### src/rtl/core/wpe_pkg.sv
package wpe_pkg;

    localparam int MAX_WORD_BITS = 32;
    localparam int WORD_W        = MAX_WORD_BITS;
    localparam int POS_W         = (MAX_WORD_BITS > 1) ? $clog2(MAX_WORD_BITS) : 1;

    localparam int IN_WORD_W = 32;
    localparam int CFG_IDX_W = 3;
    localparam int CFG_DAT_W = 32;
    localparam int TIME_W    = 16;
    localparam int BPL_W     = 6;
    localparam int LPF_W     = 13;
    localparam int LED_W     = 12;
    localparam int DUR_W     = 20;

    localparam logic [BPL_W-1:0] BPL_RESET   = BPL_W'(24);
    localparam logic [LPF_W-1:0] LPF_RESET   = LPF_W'(1);
    localparam logic [LPF_W-1:0] FRAME_MAX   = LPF_W'(4096);
    localparam logic [DUR_W-1:0] BREAK_RESET = DUR_W'(100000);

    localparam int QUEUE_DEPTH = 2;
    localparam int QPTR_W      = (QUEUE_DEPTH > 1) ? $clog2(QUEUE_DEPTH) : 1;
    localparam int QCNT_W      = $clog2(QUEUE_DEPTH + 1);

    typedef enum logic [CFG_IDX_W-1:0] {
        CFG_ZERO_HIGH  = 3'd0,
        CFG_ZERO_LOW   = 3'd1,
        CFG_ONE_HIGH   = 3'd2,
        CFG_ONE_LOW    = 3'd3,
        CFG_BITS       = 3'd4,
        CFG_LEDS       = 3'd5,
        CFG_BREAK      = 3'd6
    } cfg_idx_t;

    localparam logic OP_COLOR = 1'b0;
    localparam logic OP_BREAK = 1'b1;

    typedef struct packed {
        logic [TIME_W-1:0] zero_high_time;
        logic [TIME_W-1:0] zero_low_time;
        logic [TIME_W-1:0] one_high_time;
        logic [TIME_W-1:0] one_low_time;
        logic [BPL_W-1:0]  bits_per_led;
        logic [LPF_W-1:0]  leds_per_frame;
        logic [DUR_W-1:0]  break_length;
    } cfg_t;

    // One classified transaction waiting for the segment sequencer.
    typedef struct packed {
        logic              is_break;
        logic [WORD_W-1:0] word;
        logic [POS_W-1:0]  top_pos;
        logic              frame_end;
    } entry_t;

endpackage

### src/rtl/core/wpe_cfg.sv
module wpe_cfg (
    input  logic                           aclk,
    input  logic                           aresetn,
    input  logic                           cfg_valid,
    output logic                           cfg_ready,
    input  logic [wpe_pkg::CFG_IDX_W-1:0]  cfg_index,
    input  logic [wpe_pkg::CFG_DAT_W-1:0]  cfg_data,
    output wpe_pkg::cfg_t                  cfg
);

    wpe_pkg::cfg_t cfg_reg;
    wpe_pkg::cfg_t cfg_next;

    assign cfg_ready = 1'b1;
    assign cfg      = cfg_reg;

    always_comb begin
        cfg_next = cfg_reg;
        if (cfg_valid) begin
            unique case (cfg_index)
                wpe_pkg::CFG_ZERO_HIGH:
                    cfg_next.zero_high_time = cfg_data[wpe_pkg::TIME_W-1:0];
                wpe_pkg::CFG_ZERO_LOW:
                    cfg_next.zero_low_time  = cfg_data[wpe_pkg::TIME_W-1:0];
                wpe_pkg::CFG_ONE_HIGH:
                    cfg_next.one_high_time  = cfg_data[wpe_pkg::TIME_W-1:0];
                wpe_pkg::CFG_ONE_LOW:
                    cfg_next.one_low_time   = cfg_data[wpe_pkg::TIME_W-1:0];
                wpe_pkg::CFG_BITS:
                    cfg_next.bits_per_led   = cfg_data[wpe_pkg::BPL_W-1:0];
                wpe_pkg::CFG_LEDS:
                    cfg_next.leds_per_frame = cfg_data[wpe_pkg::LPF_W-1:0];
                wpe_pkg::CFG_BREAK:
                    cfg_next.break_length   = cfg_data[wpe_pkg::DUR_W-1:0];
                default: ;  // unmapped index, drop the write
            endcase
        end
    end

    always_ff @(posedge aclk) begin
        if (!aresetn) begin
            cfg_reg.zero_high_time <= '0;
            cfg_reg.zero_low_time  <= '0;
            cfg_reg.one_high_time  <= '0;
            cfg_reg.one_low_time   <= '0;
            cfg_reg.bits_per_led   <= wpe_pkg::BPL_RESET;
            cfg_reg.leds_per_frame <= wpe_pkg::LPF_RESET;
            cfg_reg.break_length   <= wpe_pkg::BREAK_RESET;
        end else begin
            cfg_reg <= cfg_next;
        end
    end

endmodule

### src/rtl/core/wpe_front.sv
module wpe_front (
    input  logic                           aclk,
    input  logic                           aresetn,
    input  wpe_pkg::cfg_t                  cfg,
    input  logic                           s_valid,
    output logic                           s_ready,
    input  logic                           s_opcode,
    input  logic [wpe_pkg::IN_WORD_W-1:0]  s_color_word,
    input  logic                           q_full,
    output logic                           q_push,
    output wpe_pkg::entry_t                q_entry
);

    logic [wpe_pkg::LED_W-1:0] led_index_reg;
    logic [wpe_pkg::LED_W-1:0] led_index_next;
    logic [wpe_pkg::LPF_W-1:0] frame;
    logic [wpe_pkg::LPF_W-1:0] count;
    logic [wpe_pkg::POS_W-1:0] top_pos;
    logic                      fend;

    assign s_ready = !q_full;
    assign q_push  = s_valid && !q_full;

    // Clamp frame length to 1..FRAME_MAX.
    always_comb begin
        if (cfg.leds_per_frame == '0) begin
            frame = wpe_pkg::LPF_W'(1);
        end else if (cfg.leds_per_frame > wpe_pkg::FRAME_MAX) begin
            frame = wpe_pkg::FRAME_MAX;
        end else begin
            frame = cfg.leds_per_frame;
        end
    end

    // Index of the first bit sent, from the clamped bit count.
    always_comb begin
        if (cfg.bits_per_led == '0) begin
            top_pos = '0;
        end else if (cfg.bits_per_led > wpe_pkg::BPL_W'(wpe_pkg::MAX_WORD_BITS)) begin
            top_pos = wpe_pkg::POS_W'(wpe_pkg::MAX_WORD_BITS - 1);
        end else begin
            top_pos = wpe_pkg::POS_W'(cfg.bits_per_led - 1'b1);
        end
    end

    assign count = {1'b0, led_index_reg} + wpe_pkg::LPF_W'(1);
    assign fend  = (count >= frame);

    always_comb begin
        q_entry.is_break  = (s_opcode == wpe_pkg::OP_BREAK);
        q_entry.word      = s_color_word[wpe_pkg::WORD_W-1:0];
        q_entry.top_pos   = top_pos;
        q_entry.frame_end = fend;
    end

    always_comb begin
        led_index_next = led_index_reg;
        if (q_push && (s_opcode == wpe_pkg::OP_COLOR)) begin
            led_index_next = fend ? '0 : count[wpe_pkg::LED_W-1:0];
        end
    end

    always_ff @(posedge aclk) begin
        if (!aresetn) begin
            led_index_reg <= '0;
        end else begin
            led_index_reg <= led_index_next;
        end
    end

endmodule

### src/rtl/core/wpe_queue.sv
module wpe_queue (
    input  logic            aclk,
    input  logic            aresetn,
    input  logic            push,
    input  wpe_pkg::entry_t push_entry,
    output logic            full,
    input  logic            pop,
    output logic            head_valid,
    output wpe_pkg::entry_t head_entry
);

    wpe_pkg::entry_t slot_reg [wpe_pkg::QUEUE_DEPTH];

    logic [wpe_pkg::QPTR_W-1:0] wr_ptr_reg, wr_ptr_next;
    logic [wpe_pkg::QPTR_W-1:0] rd_ptr_reg, rd_ptr_next;
    logic [wpe_pkg::QCNT_W-1:0] count_reg,  count_next;

    function automatic logic [wpe_pkg::QPTR_W-1:0] bump(
        input logic [wpe_pkg::QPTR_W-1:0] p);
        if (p == wpe_pkg::QPTR_W'(wpe_pkg::QUEUE_DEPTH - 1)) begin
            return '0;
        end
        return p + 1'b1;
    endfunction

    assign full       = (count_reg == wpe_pkg::QCNT_W'(wpe_pkg::QUEUE_DEPTH));
    assign head_valid = (count_reg != '0);
    assign head_entry = slot_reg[rd_ptr_reg];

    always_comb begin
        wr_ptr_next = push ? bump(wr_ptr_reg) : wr_ptr_reg;
        rd_ptr_next = pop  ? bump(rd_ptr_reg) : rd_ptr_reg;
        count_next  = count_reg;
        if (push && !pop) begin
            count_next = count_reg + 1'b1;
        end else if (pop && !push) begin
            count_next = count_reg - 1'b1;
        end
    end

    always_ff @(posedge aclk) begin
        if (push) begin
            slot_reg[wr_ptr_reg] <= push_entry;
        end
    end

    always_ff @(posedge aclk) begin
        if (!aresetn) begin
            wr_ptr_reg <= '0;
            rd_ptr_reg <= '0;
            count_reg  <= '0;
        end else begin
            wr_ptr_reg <= wr_ptr_next;
            rd_ptr_reg <= rd_ptr_next;
            count_reg  <= count_next;
        end
    end

endmodule

### src/rtl/core/wpe_back.sv
module wpe_back (
    input  logic                        aclk,
    input  logic                        aresetn,
    input  wpe_pkg::cfg_t               cfg,
    input  logic                        q_valid,
    input  wpe_pkg::entry_t             q_entry,
    output logic                        q_pop,
    output logic                        m_valid,
    input  logic                        m_ready,
    output logic                        m_pin_level,
    output logic [wpe_pkg::DUR_W-1:0]   m_duration,
    output logic                        m_item_last,
    output logic                        m_frame_end
);

    wpe_pkg::entry_t            cur_reg,       cur_next;
    logic                       cur_valid_reg, cur_valid_next;
    logic                       low_reg,       low_next;
    logic [wpe_pkg::POS_W-1:0]  pos_reg,       pos_next;

    logic                       out_valid_reg, out_valid_next;
    logic                       out_level_reg;
    logic [wpe_pkg::DUR_W-1:0]  out_dur_reg;
    logic                       out_last_reg;
    logic                       out_fend_reg;

    logic                       advance, step, finishing, load, bit_val;
    logic                       seg_level, seg_last, seg_fend;
    logic [wpe_pkg::DUR_W-1:0]  seg_dur;

    assign advance = !out_valid_reg || m_ready;
    assign step    = advance && cur_valid_reg;
    assign bit_val = cur_reg.word[pos_reg];

    // Build the segment for the current position.
    always_comb begin
        if (cur_reg.is_break) begin
            seg_level = 1'b0;
            seg_dur   = cfg.break_length;
            seg_last  = 1'b1;
            seg_fend  = 1'b0;
        end else if (!low_reg) begin
            seg_level = 1'b1;
            seg_dur   = wpe_pkg::DUR_W'(bit_val ? cfg.one_high_time : cfg.zero_high_time);
            seg_last  = 1'b0;
            seg_fend  = 1'b0;
        end else begin
            seg_level = 1'b0;
            seg_dur   = wpe_pkg::DUR_W'(bit_val ? cfg.one_low_time : cfg.zero_low_time);
            seg_last  = (pos_reg == '0);
            seg_fend  = (pos_reg == '0) && cur_reg.frame_end;
        end
    end

    assign finishing = seg_last;
    assign load      = q_valid && (!cur_valid_reg || (step && finishing));
    assign q_pop     = load;

    always_comb begin
        cur_next       = cur_reg;
        cur_valid_next = cur_valid_reg;
        low_next       = low_reg;
        pos_next       = pos_reg;
        if (load) begin
            cur_next       = q_entry;
            cur_valid_next = 1'b1;
            low_next       = 1'b0;
            pos_next       = q_entry.top_pos;
        end else if (step) begin
            if (finishing) begin
                cur_valid_next = 1'b0;
            end else if (low_reg) begin
                low_next = 1'b0;
                pos_next = pos_reg - 1'b1;
            end else begin
                low_next = 1'b1;
            end
        end
        out_valid_next = advance ? step : out_valid_reg;
    end

    always_ff @(posedge aclk) begin
        if (step) begin
            out_level_reg <= seg_level;
            out_dur_reg   <= seg_dur;
            out_last_reg  <= seg_last;
            out_fend_reg  <= seg_fend;
        end
        if (load) begin
            cur_reg <= cur_next;
        end
        pos_reg <= pos_next;
    end

    always_ff @(posedge aclk) begin
        if (!aresetn) begin
            cur_valid_reg <= 1'b0;
            low_reg       <= 1'b0;
            out_valid_reg <= 1'b0;
        end else begin
            cur_valid_reg <= cur_valid_next;
            low_reg       <= low_next;
            out_valid_reg <= out_valid_next;
        end
    end

    assign m_valid     = out_valid_reg;
    assign m_pin_level = out_level_reg;
    assign m_duration  = out_dur_reg;
    assign m_item_last = out_last_reg;
    assign m_frame_end = out_fend_reg;

endmodule

### src/rtl/core/ws2812_pulse_encoder_top.sv
// WS2812 pulse encoder. Each input transaction is either a colour word
// (opcode 0) or a reset break (opcode 1). A colour word sends its low
// bits_per_led bits (0 treated as 1, above 32 treated as 32), most significant
// bit first; every bit becomes a high segment then a low segment, timed by the
// one_* or zero_* registers, so a colour transaction yields 2*bits_per_led
// output transactions (48 for the usual 24-bit word). A break yields one low
// segment of break_length. item_last marks the final segment of each input
// transaction; frame_end marks the final segment of the LED that completes a
// frame of leds_per_frame LEDs (0 treated as 1, above 4096 as 4096). Output
// rate is one segment per cycle while m_ready is high and input is queued: the
// segment sequencer steps one half-bit per clock, and a stall holds it. The
// front end classifies and counts LEDs at accept time and parks up to two
// transactions in a queue, so the next word is taken while the current one is
// still being sent and there is no gap between words. Write configuration
// only while idle; cfg_ready is always high and writes to index 7 are dropped.
module ws2812_pulse_encoder_top (
    input  logic                           aclk,
    input  logic                           aresetn,

    input  logic                           cfg_valid,
    output logic                           cfg_ready,
    input  logic [wpe_pkg::CFG_IDX_W-1:0]  cfg_index,
    input  logic [wpe_pkg::CFG_DAT_W-1:0]  cfg_data,

    input  logic                           s_valid,
    output logic                           s_ready,
    input  logic                           s_opcode,
    input  logic [wpe_pkg::IN_WORD_W-1:0]  s_color_word,

    output logic                           m_valid,
    input  logic                           m_ready,
    output logic                           m_pin_level,
    output logic [wpe_pkg::DUR_W-1:0]      m_duration,
    output logic                           m_item_last,
    output logic                           m_frame_end
);

    wpe_pkg::cfg_t   cfg;
    wpe_pkg::entry_t push_entry;
    wpe_pkg::entry_t head_entry;
    logic            q_push, q_full, q_pop, q_valid;

    // Configuration registers.
    wpe_cfg u_cfg (
        .aclk      (aclk),
        .aresetn   (aresetn),
        .cfg_valid (cfg_valid),
        .cfg_ready (cfg_ready),
        .cfg_index (cfg_index),
        .cfg_data  (cfg_data),
        .cfg       (cfg)
    );

    // Accept, clamp the bit count and advance the LED counter.
    wpe_front u_front (
        .aclk         (aclk),
        .aresetn      (aresetn),
        .cfg          (cfg),
        .s_valid      (s_valid),
        .s_ready      (s_ready),
        .s_opcode     (s_opcode),
        .s_color_word (s_color_word),
        .q_full       (q_full),
        .q_push       (q_push),
        .q_entry      (push_entry)
    );

    // Decouple front from sequencer.
    wpe_queue u_queue (
        .aclk       (aclk),
        .aresetn    (aresetn),
        .push       (q_push),
        .push_entry (push_entry),
        .full       (q_full),
        .pop        (q_pop),
        .head_valid (q_valid),
        .head_entry (head_entry)
    );

    // Step through segments and hold each in the output register.
    wpe_back u_back (
        .aclk        (aclk),
        .aresetn     (aresetn),
        .cfg         (cfg),
        .q_valid     (q_valid),
        .q_entry     (head_entry),
        .q_pop       (q_pop),
        .m_valid     (m_valid),
        .m_ready     (m_ready),
        .m_pin_level (m_pin_level),
        .m_duration  (m_duration),
        .m_item_last (m_item_last),
        .m_frame_end (m_frame_end)
    );

endmodule

### config.mk
export PLATFORM = sky130hd
export DESIGN_NAME = ws2812_pulse_encoder_top
export DESIGN_NICKNAME = d
export VERILOG_FILES = /design/src/rtl/core/wpe_pkg.sv /design/src/rtl/core/wpe_cfg.sv /design/src/rtl/core/wpe_front.sv /design/src/rtl/core/wpe_queue.sv /design/src/rtl/core/wpe_back.sv /design/src/rtl/core/ws2812_pulse_encoder_top.sv
export SDC_FILE = /design/constraint.sdc
export NUM_CORES = 1
export LEC_CHECK = 0
export CAP_MARGIN = 20
export CORE_ASPECT_RATIO = 1.25
export CORE_UTILIZATION = 40
export CTS_BUF_LIST = sky130_fd_sc_hd__clkbuf_2
export DETAILED_ROUTE_END_ITERATION = 10
export DONT_BUFFER_PORTS = 1
export GPL_TIMING_DRIVEN = 0
export MAX_ROUTING_LAYER = met4
export SLEW_MARGIN = 20
export SYNTH_ARGS = -nofsm -noshare
export SYNTH_HDL_FRONTEND = slang
export SYNTH_SLANG_ARGS = --single-unit
### constraint.sdc
create_clock -name aclk -period 7.1 [get_ports aclk]
set_input_delay 0.71 -clock aclk [delete_from_list [all_inputs] [get_ports aclk]]
set_output_delay 0.71 -clock aclk [all_outputs]
set_load 0.05 [all_outputs]
==> impl_metrics.py, run 1 <==
metrics = {
    "outcome": {
        "status": "finished with violations",
        "failed_checks": "design-rule violations",
    },
    "sta": {
        "slew_headroom_pct": 40.5,
        "slew_violations": 0,
        "min_period_over_period_pct": 50.6,
        "layout_setup_ws_ns": 3.51,
        "setup-tns-final_ns": 0,
        "post-route-min-period_ns": 3.59,
        "setup_viol_count_final": 0,
        "worst_slew_pin_slew_ns": 0.885,
        "finalClockSkew_ns": 0.0780,
        "max_freq_mhz": 279,
        "rsz0062_at_grt": "false",
        "finalHoldViolations": 0,
    },
    "cells_and_area": {
        "fin_util_pct": 47.1,
        "seqCellArea_mm2": 0.00667,
        "fin_area_mm2": 0.0131,
        "layout-drive-gt1-share_pct": 16.7,
        "syn_to_final_growth_pct": 15.0,
        "largest_reg_flops": 103,
        "fillers": 2627,
        "fin_nets": 1218,
        "multi_input_area_mm2": 0.00438,
    },
    "routing": {
        "vias_per_cell": 5.14,
        "ant_nets": 0,
        "drt-pass1-iter-count": 9,
        "wl_um": 27500,
        "wire_per_inst_um": 18.0,
        "vias": 7842,
        "drtIter0Drc": 363,
        "drc": 7,
    },
    "pwr": {
        "p_per_area_mw_per_mm2": 347,
        "clock_power_share_pct": 22.4,
        "p_sw_share_pct": 36.2,
        "pwr-share-seq_pct": 48.4,
        "intPower_uw": 2890,
        "vdd_ir_drop_max_mv": 0.200,
        "p_total_uw": 4530,
        "p_sw_uw": 1640,
        "combPwrFrac_pct": 29.2,
        "p_leak_uw": 0.00454,
    },
    "global_routing": {
        "grt_max_degree": 35,
        "grt_pass1_vias": 8045,
        "gr-total-overflow": 0,
        "grt_pass1_wl_um": 43600,
        "grt_usage_pct": 20.2,
        "antenna_found_initial": 1,
    },
    "setup_path": {
        "crit_chain": "clkbuf_1 -> inv_1 -> ha_1 -> nand2b_1 -> nor3_1 -> a21oi_1 -> o21ai_0 -> o21ai_1 -> clkbuf_1 -> inv_2",
        "slowest_delay_ns": 0.61,
        "cp_top_family": "buffers and inverters",
        "end_kind": "register",
        "worstPathMaxFanout": 34,
        "crit_buf_inv": 4,
        "cp-start-kind": "register",
        "cp.arrival_ns": 3.99,
        "path_class": "reg2reg",
        "slowest_stage": "inv_2",
        "cpMostUsedCell": "clkbuf_1",
        "required_ns": 7.50,
    },
    "cts": {
        "ctsRootBufferMaster": "clkbuf_2",
        "cts_setup_buffers": 0,
        "cts_sinks": 263,
        "clkLatencyLatePin_ns": 0.84,
        "htreeDepth": 3,
        "clock_path_buffers": 3,
        "cts_hold_buf": 56,
        "cts_tree": "yes",
        "cts_resized": 0,
        "numCtsBuffers": 66,
        "clkTransAtPathRegs_ns": 0.10,
    },
    "floorplan": {
        "rows": 68,
        "dieArea_mm2": 0.0291,
        "core_mm2": 0.0277,
        "die_height_um": 190,
        "start_util_pct": 40.9,
        "die_w_um": 153,
        "io_pins": 99,
    },
    "logic_synthesis": {
        "yosysWarnings": 0,
        "synth.ff_latch_count": 263,
        "synthesis.area_mm2": 0.0114,
        "ys_types": 49,
        "syn_nets": 1089,
        "ys.flop_type": "edfxtp_1",
        "syn_area_per_cell_um2": 11.4,
        "synth-seq-area-share_pct": 58.7,
        "async_flop_share_pct": 0,
        "syn_inst": 998,
        "synth_edf_count": 140,
    },
    "placed_design": {
        "io_buffers": 0,
        "place_area_mm2": 0.0119,
        "pre_cts_ws_ns": 3.51,
        "finalWeightedCongestion": 0.829,
        "post-dp-hpwl_um": 18100,
    },
    "run": {
        "drv_cap": 0,
    },
    "hold_path": {
        "min_path_type": "in2reg",
    },
}
-- power groups by stage --
stage	Sequential [uW]	Clock (uW)	Combinational [uW]
CTS	2200	1050	1340
floorplan	2200	0	966
global placement	2240	0	1260
finish	2190	1010	1320
detailed placement	2230	0	1290
global route	2220	1120	1430
-- cell families (layout without fill, tap and decap cells) --
| family | after synthesis | count (layout) | share of synthesized area [%] |
|---|---|---|---|
| AOI/OAI and AO/OA | 191 | 191 | 13.3 |
| xor gates and xnor gates | 16 | 16 | 1.23 |
| adders and majority gates | 19 | 19 | 2.07 |
| buffers and inverters | 73 | 250 | 2.81 |
| DFF | 263 | 263 | 58.7 |
| muxes | 65 | 65 | 6.94 |
| other | 1 | 2 | 0.0330 |
| and+or+nand+nor | 370 | 370 | 14.9 |
-- cells in the mapped netlist (7+ instances only) --
cell type  number  area share (%)
nand2_1       234             7.7
and2_1          8            0.44
nand2b_1        7            0.39
clkbuf_1       43             1.4
and3_1         10            0.55
a21oi_1        19            0.84
xnor2_1        12            0.93
a21boi_0       97             6.4
nor2_1         18            0.59
ha_1           18             2.0
nor3b_1        17             1.1
o21ai_0         9            0.40
mux2i_1        24             2.1
a211oi_2       25             2.8
edfxtp_1      140              37
inv_1          19            0.63
dfxtp_1       123              22
o22ai_1         7            0.39
nand3_1        21            0.93
nor3_1          7            0.31
a211oi_1       15            0.99
mux2_2         34             3.4
nand3b_1        8            0.53
nor2b_1        28             1.5
-- cell usage in the layout (no fill, tap or decap), types with 5 or more instances in the layout --
cell           netlist  layout
ha_1                18      18
and2_1               8       8
dlygate4sd3_1        0      57
and3_1              10       9
a211oi_1            15      15
edfxtp_1           140     140
nor3_1               7       7
a21o_1               5       5
nand3b_1             8       8
nor3b_1             17      17
inv_1               19      18
o21ai_0              9       9
clkbuf_1            43      43
clkbuf_2             0      99
a211oi_2            25      25
clkinv_1             0      10
mux2_2              34      34
nand2b_1             7       7
mux4_2               5       5
mux2i_1             24      24
nor2b_1             28      27
nand3_1             21      21
buf_6                5       6
nand2_1            234     234
o22ai_1              7       7
a21oi_1             19      19
dfxtp_1            123     123
a21boi_0            97      97
xnor2_1             12      12
nor2_1              18      17
-- metal layers --
layer  vias to the layer above  track usage [%]  wire length, um
met5                         -                -                0
met4                         0             9.60              953
met3                        65             3.75             1330
met2                       212             35.5            13900
met1                      3736             22.2            11300
li1                       3829                -                -
-- worst register-to-register path: cells and delay by family (launching register included) --
kind | cells | cell delay (ns)
buffers and inverters | 4 | 1.36
AOI/OAI and AO/OA | 3 | 0.71
and+or+nand+nor | 2 | 0.56
DFF | 1 | 0.37
adders and majority gates | 1 | 0.18
-- path summary, 6_finish.rpt --
path / slack (ns) / start / endpoint / cells past startpoint
setup / recovery: 3.51 / u_back.pos_reg[1]$_DFFE_PP_ / u_back.cur_reg[9]$_DFFE_PP_ / 10
hold / removal: 0.04 / cfg_data[6] / u_cfg.cfg[6]$_SDFFE_PN0P_ / 2
setup reg to reg: 3.51 / u_back.pos_reg[1]$_DFFE_PP_ / u_back.cur_reg[9]$_DFFE_PP_ / 10
hold reg to reg: 0.46 / u_cfg.cfg[19]$_SDFFE_PN0P_ / u_cfg.cfg[19]$_SDFFE_PN0P_ / 2
-- final cells by class --
type	instances	share of cell area [%]
Multi-Input combinational cell	662	33.5
Antenna cell	1	0.0192
Tap cell	350	3.35
Timing Repair Buffer	61	5.03
Clock buffer	99	3.79
Clock inverter	17	0.785
Inverter	19	0.546
Buffer	54	1.90
Sequential cell	263	51.0
-- stage by stage --
| stage | hold slack (ns) | std cells |
|---|---|---|
| 6_report | 0.0372 | 1526 |
| 5_1_grt | 0.00220 | 1526 |
| 4_1_cts | 0.000678 | 1524 |
| 3_5_place_dp | 0.449 | 1352 |
| 3_3_place_gp | 0.443 | 1348 |
| 2_1_floorplan | 0.432 | 998 |
(Power assumes the default switching activity.)
==> run 2: changes to the inputs <==
==> constraint.sdc (replaced) <==
create_clock -name aclk -period 3.46 [get_ports aclk]
set_input_delay 0.346 -clock aclk [delete_from_list [all_inputs] [get_ports aclk]]
set_output_delay 0.346 -clock aclk [all_outputs]
set_load 0.05 [all_outputs]
==> impl_metrics.py, run 2 (synthesized netlist as in run 1, its figures left out) <==
metrics = {
    "placed_design": {
        "finalWeightedCongestion": 0.829,
        "post-dp-hpwl_um": 18100,
        "io_buffers": 0,
        "place_inst": 1352,
    },
    "sta": {
        "slew_violations": 0,
        "worst_slew_pin_slew_ns": 0.867,
        "rsz0062_at_grt": "false",
        "post-route-min-period_ns": 3.20,
        "max_freq_mhz": 313,
        "holdWs_ns": 0.0616,
        "setup_viol_count_final": 0,
        "slew_headroom_pct": 41.8,
        "finalClockSkew_ns": 0.0837,
        "finalHoldViolations": 0,
        "min_period_over_period_pct": 92.4,
    },
    "cells_and_area": {
        "layout-drive-gt1-share_pct": 17.2,
        "fin_nets": 1227,
        "layout_common_cells": "nand2_1 (234), edfxtp_1 (140), dfxtp_1 (122), clkbuf_2 (100), a21boi_0 (97)",
        "final_common_cell": "nand2_1",
        "largest_reg_flops": 103,
        "syn_to_final_growth_pct": 16.2,
        "fillers": 2619,
        "multi_input_area_mm2": 0.00440,
        "fin_cells": 1535,
        "seqCellArea_mm2": 0.00667,
    },
    "pwr": {
        "intPower_uw": 5940,
        "combPwrFrac_pct": 29.2,
        "clock_power_share_pct": 22.2,
        "vdd_ir_drop_max_mv": 0.410,
        "p_per_area_mw_per_mm2": 706,
        "p_sw_share_pct": 36.2,
        "pwr-share-seq_pct": 48.6,
        "p_leak_uw": 0.00461,
        "p_sw_uw": 3370,
    },
    "hold_path": {
        "min_path_type": "in2reg",
        "holdPathEnd": "u_cfg.cfg[49]$_SDFFE_PN0P_",
        "min_delay_path_depth": 2,
        "hold_start": "aresetn",
    },
    "floorplan": {
        "io_pins": 99,
        "rows": 68,
        "die_height_um": 190,
        "die_w_um": 153,
        "core_mm2": 0.0277,
        "start_util_pct": 40.9,
        "dieArea_mm2": 0.0291,
    },
    "routing": {
        "drt-pass1-iter-count": 10,
        "wire_per_inst_um": 17.6,
        "wl_um": 27100,
        "drtIter0Drc": 322,
        "vias": 7813,
        "drc": 7,
        "ant_nets": 0,
        "vias_per_cell": 5.09,
    },
    "cts": {
        "htreeDepth": 3,
        "clkLatencyLatePin_ns": 0.82,
        "clock_path_buffers": 3,
        "ctsRootBufferMaster": "clkbuf_2",
        "cts_setup_buffers": 0,
        "cts_tree": "yes",
        "clkTransAtPathRegs_ns": 0.11,
        "cts_sinks": 263,
        "numCtsBuffers": 66,
    },
    "setup_path": {
        "end_kind": "register",
        "r2r_start": "u_back.pos_reg[0]$_DFFE_PP_",
        "worstPathMaxFanout": 10,
        "cp.arrival_ns": 3.93,
        "ff2ff_setup_slack_ns": 0.26,
        "worst-r2r-cell-count": 13,
        "required_ns": 4.19,
        "reg2reg_to": "u_queue.count_reg[1]$_SDFFE_PN0P_",
        "startpoint": "u_back.pos_reg[0]$_DFFE_PP_",
        "cp-start-kind": "register",
        "path_class": "reg2reg",
    },
    "outcome": {
        "status": "finished with violations",
        "failed_checks": "design-rule violations",
    },
    "global_routing": {
        "grt_max_degree": 35,
        "grt_pass1_wl_um": 43400,
        "gr-total-overflow": 0,
        "grt_usage_pct": 20.0,
        "antenna_found_initial": 1,
        "grt_pass1_vias": 8113,
    },
    "run": {
        "drv_cap": 0,
    },
}
## run 2: cell types whose count changed in the layout (fill, tap and decap cells not counted), sizes merged
| cell | delta |
|---|---|
| clkbuf | -1 |
| dlygate4sd3 | +10 |
## run 2: worst max-delay path by stage
stage | to | slack (ns) | cells after the start
2_1_floorplan | u_queue.slot_reg[0][0]$_DFFE_PP_ | 0.26 | 3
3_3_place_gp | u_queue.slot_reg[0][9]$_DFFE_PP_ | -1.07 | 3
3_5_place_dp | u_queue.count_reg[1]$_SDFFE_PN0P_ | -0.13 | 12
4_1_cts | u_front.led_index_reg[7]$_SDFFE_PN0P_ | 0.04 | 14
5_1_grt | u_front.led_index_reg[6]$_SDFFE_PN0P_ | 0.009 | 14
6_report | u_queue.count_reg[1]$_SDFFE_PN0P_ | 0.26 | 13
## run 2: worst max-delay path, cell delays in order (launching register included)
cell	delay, ns
edfxtp_1	0.39
buf_6	0.17
buf_2	0.18
inv_1	0.07
ha_1	0.16
nand2b_1	0.13
nor3_4	0.24
a21oi_1	0.13
o21ai_0	0.28
o21ai_1	0.24
clkbuf_4	0.27
ha_1	0.33
or3_1	0.37
a21boi_0	0.18
## run 2: cell type report
type | instances | share of cell area (%)
Sequential cell | 263 | 50.5
Clock inverter | 17 | 0.778
Timing Repair Buffer | 71 | 5.74
Tap cell | 350 | 3.32
Buffer | 53 | 1.92
Multi-Input combinational cell | 662 | 33.4
Antenna cell | 1 | 0.0190
Clock buffer | 99 | 3.76
Inverter | 19 | 0.560
## run 2: per-layer routing
layer	part of all wire [%]	global-route usage (%)	vias up
met2	52	35.6	199
met3	4.4	3.64	53
met1	40	21.4	3724
met4	3.1	9.91	0
met5	0	-	-
li1	-	-	3837
## run 2: through the flow
step | setup slack [ns] | utilization (%) | cell area (um2) | power [uW] | TNS, ns
after global routing | 0.00861 | 47.6 | 13200 | 9830 | 0
after detailed placement | -0.127 | 42.9 | 11900 | 7230 | -4.70
after CTS | 0.0405 | 47.5 | 13200 | 9430 | 0
final | 0.264 | 47.6 | 13200 | 9310 | 0
after global placement | -1.07 | 42.5 | 11800 | 7180 | -60.16
after floorplan | 0.260 | - | 11400 | 6490 | 0
## run 2: power by group through the flow
stage               logic [uW]  registers, uW  clock network (uW)
floorplan                 1980           4510                   0
global placement          2580           4590                   0
detailed placement        2660           4580                   0
CTS                       2740           4530                2160
global route              2950           4580                2300
finish                    2720           4530                2070
## run 2: timing repair
| item | CTS | global route |
|---|---|---|
| setup endpoints to repair | 46 | 19 |
| resized for setup | 3 | 12 |
| cloned | 0 | 0 |
| endpoints found under the hold margin | 179 | 0 |
| hold buffers | 67 | 0 |
==> run 3: changes to the inputs <==
--- a/config.mk
+++ b/config.mk
@@ -6,7 +6,7 @@
 export NUM_CORES = 1
 export LEC_CHECK = 0
 export CAP_MARGIN = 20
-export CORE_ASPECT_RATIO = 1.25
+export CORE_ASPECT_RATIO = 0.75
 export CORE_UTILIZATION = 40
 export CTS_BUF_LIST = sky130_fd_sc_hd__clkbuf_2
 export DETAILED_ROUTE_END_ITERATION = 10
==> constraint.sdc (replaced) <==
create_clock -name aclk -period 2.8 [get_ports aclk]
set_input_delay 0.28 -clock aclk [delete_from_list [all_inputs] [get_ports aclk]]
set_output_delay 0.28 -clock aclk [all_outputs]
set_load 0.05 [all_outputs]
==> impl_metrics.py, run 3 (synthesized netlist as in run 1, its figures left out) <==
metrics = {
    "outcome": {
        "status": "finished with violations",
        "failed_checks": "negative setup slack",
    },
    "pwr": {
        "p_total_uw": 12800,
        "p_per_area_mw_per_mm2": 914,
        "p_leak_uw": 0.00486,
        "vdd_ir_drop_max_mv": 0.645,
    },
    "sta": {
        "post-route-min-period_ns": 2.88,
        "finalHoldViolations": 0,
        "finalClockSkew_ns": 0.0721,
        "slew_violations": 0,
        "rsz0062_at_grt": "true",
        "slew_headroom_pct": 25.8,
        "layout_setup_ws_ns": -0.0780,
        "worst_slew_pin_slew_ns": 1.10,
        "setup_viol_count_final": 5,
        "max_freq_mhz": 347,
        "min_period_over_period_pct": 103,
    },
    "placed_design": {
        "io_buffers": 0,
        "post-dp-hpwl_um": 18800,
        "place_inst": 1386,
        "finalWeightedCongestion": 0.834,
        "place_area_mm2": 0.0119,
    },
    "floorplan": {
        "io_pins": 99,
        "core_mm2": 0.0280,
        "die_height_um": 148,
        "die_w_um": 197,
        "dieArea_mm2": 0.0291,
        "rows": 53,
        "start_util_pct": 40.6,
    },
    "routing": {
        "ant_nets": 0,
        "route.met3.wl_um": 2060,
        "top_layer": "met4",
        "vias": 8169,
        "drc": 0,
        "vias_per_cell": 5.07,
        "drtIter0Drc": 491,
        "wl_met1_um": 14100,
        "wl_um": 29100,
        "wire_per_inst_um": 18.1,
        "drt-pass1-iter-count": 5,
        "wl_met2_um": 12500,
    },
    "setup_path": {
        "end_kind": "register",
        "path_class": "reg2reg",
        "r2r_start": "u_back.pos_reg[0]$_DFFE_PP_",
        "startpoint": "u_back.pos_reg[0]$_DFFE_PP_",
        "worstPathMaxFanout": 6,
        "cp.arrival_ns": 3.47,
        "required_ns": 3.39,
        "cp-start-kind": "register",
    },
    "cells_and_area": {
        "fin_cells": 1612,
        "largest_reg_flops": 103,
        "syn_to_final_growth_pct": 23.7,
        "final_common_cell": "nand2_1",
        "layout-drive-gt1-share_pct": 22.5,
        "fin_area_mm2": 0.0140,
        "layout_common_cells": "nand2_1 (233), edfxtp_1 (140), dfxtp_1 (120), clkbuf_2 (102), a21boi_0 (92)",
        "fillers": 2579,
        "fin_nets": 1263,
    },
    "global_routing": {
        "grt_max_degree": 24,
        "grt_usage_pct": 21.1,
        "grt_pass1_vias": 8135,
        "gr-total-overflow": 0,
        "grt_pass1_wl_um": 45600,
        "antenna_found_initial": 2,
    },
    "cts": {
        "numCtsBuffers": 68,
        "clkTransAtPathRegs_ns": 0.11,
        "clkLatencyLatePin_ns": 0.86,
        "ctsRootBufferMaster": "clkbuf_2",
        "cts_sinks": 263,
        "clock_path_buffers": 3,
        "htreeDepth": 3,
        "cts_tree": "yes",
    },
    "run": {
        "drv_cap": 0,
    },
    "hold_path": {
        "min_path_type": "in2reg",
        "hold_start": "s_color_word[17]",
    },
}
==> run 3: changes by cell type in the layout (fill, tap and decap cells not counted), moves of 5 or more <==
cell           previous run  this run
mux2i_1                  24        17
a21oi_1                  18        11
a21boi_0                 97        92
a211oi_4                  0        10
dlygate4sd3_1            67        81
a21oi_2                   1         8
a211oi_1                 15         9
buf_4                     1        19
==> run 3: what timing repair did <==
item	4_1_cts	5_1_grt
pin swaps	20	29
gates resized for setup	64	36
setup buffers	16	5
endpoints found under the hold margin	215	2
gates cloned	3	0
hold buffers	80	1
endpoints found under the setup margin	72	39
==> run 3: metrics by stage <==
| step | utilization [%] | TNS, ns | hold slack (ns) | worst slack, ns |
|---|---|---|---|---|
| after floorplan | - | 0 | 0.379 | 0.0118 |
| final | 50.2 | -0.146 | 0.0868 | -0.0780 |
| after global routing | 50.2 | -1.75 | 0.00515 | -0.123 |
| after CTS | 49.4 | -0.127 | 0.000598 | -0.0352 |
| after detailed placement | 42.7 | -38.22 | 0.379 | -0.762 |
| after global placement | 42.4 | -77.50 | 0.379 | -0.687 |
==> run 3: where the power goes <==
group / switching (uW) / internal (uW) / total [uW] / leakage [uW]
registers: 713 / 4920 / 5630 / 0.00230
logic: 2390 / 2030 / 4420 / 0.00207
clock network: 1630 / 1150 / 2780 / 0.000495
==> run 3: metal layers <==
layer  global-route usage [%]  up-vias
li1                         -     3924
met4                     6.76        0
met3                     5.25       46
met1                     29.8     3948
met5                        -        -
met2                     29.5      251
==> run 3: cell type report <==
| cell class | instances | area, um2 | area share [%] |
|---|---|---|---|
| Tap cell | 385 | 482 | 3.43 |
| Multi-Input combinational cell | 662 | 4750 | 33.8 |
| Inverter | 19 | 75.1 | 0.535 |
| Sequential cell | 263 | 6680 | 47.5 |
| Clock inverter | 23 | 153 | 1.09 |
| Timing Repair Buffer | 106 | 1100 | 7.85 |
| Clock buffer | 100 | 500 | 3.56 |
| Buffer | 51 | 295 | 2.10 |
| Antenna cell | 2 | 5.00 | 0.0356 |
| Timing Repair inverter | 1 | 7.51 | 0.0535 |
==> run 3: worst max-delay path, cell delays in order, from the launching register on <==
cell and delay [ns]:
edfxtp_1 0.35, buf_6 0.14, mux4_2 0.53, mux4_2 0.48, and2_4 0.21, or2_4 0.29
buf_12 0.15, mux2i_1 0.12, a211oi_2 0.35
==> run 3: worst paths after layout <==
| path | to | cells past startpoint | slack (ns) |
|---|---|---|---|
| setup / recovery | u_back.m_duration[2]$_DFFE_PP_ | 8 | -0.08 |
| hold reg to reg | u_cfg.cfg[91]$_SDFFE_PN0P_ | 2 | 0.46 |
| hold / removal | u_queue.slot_reg[1][23]$_DFFE_PP_ | 1 | 0.09 |
| setup reg to reg | u_back.m_duration[2]$_DFFE_PP_ | 8 | -0.08 |
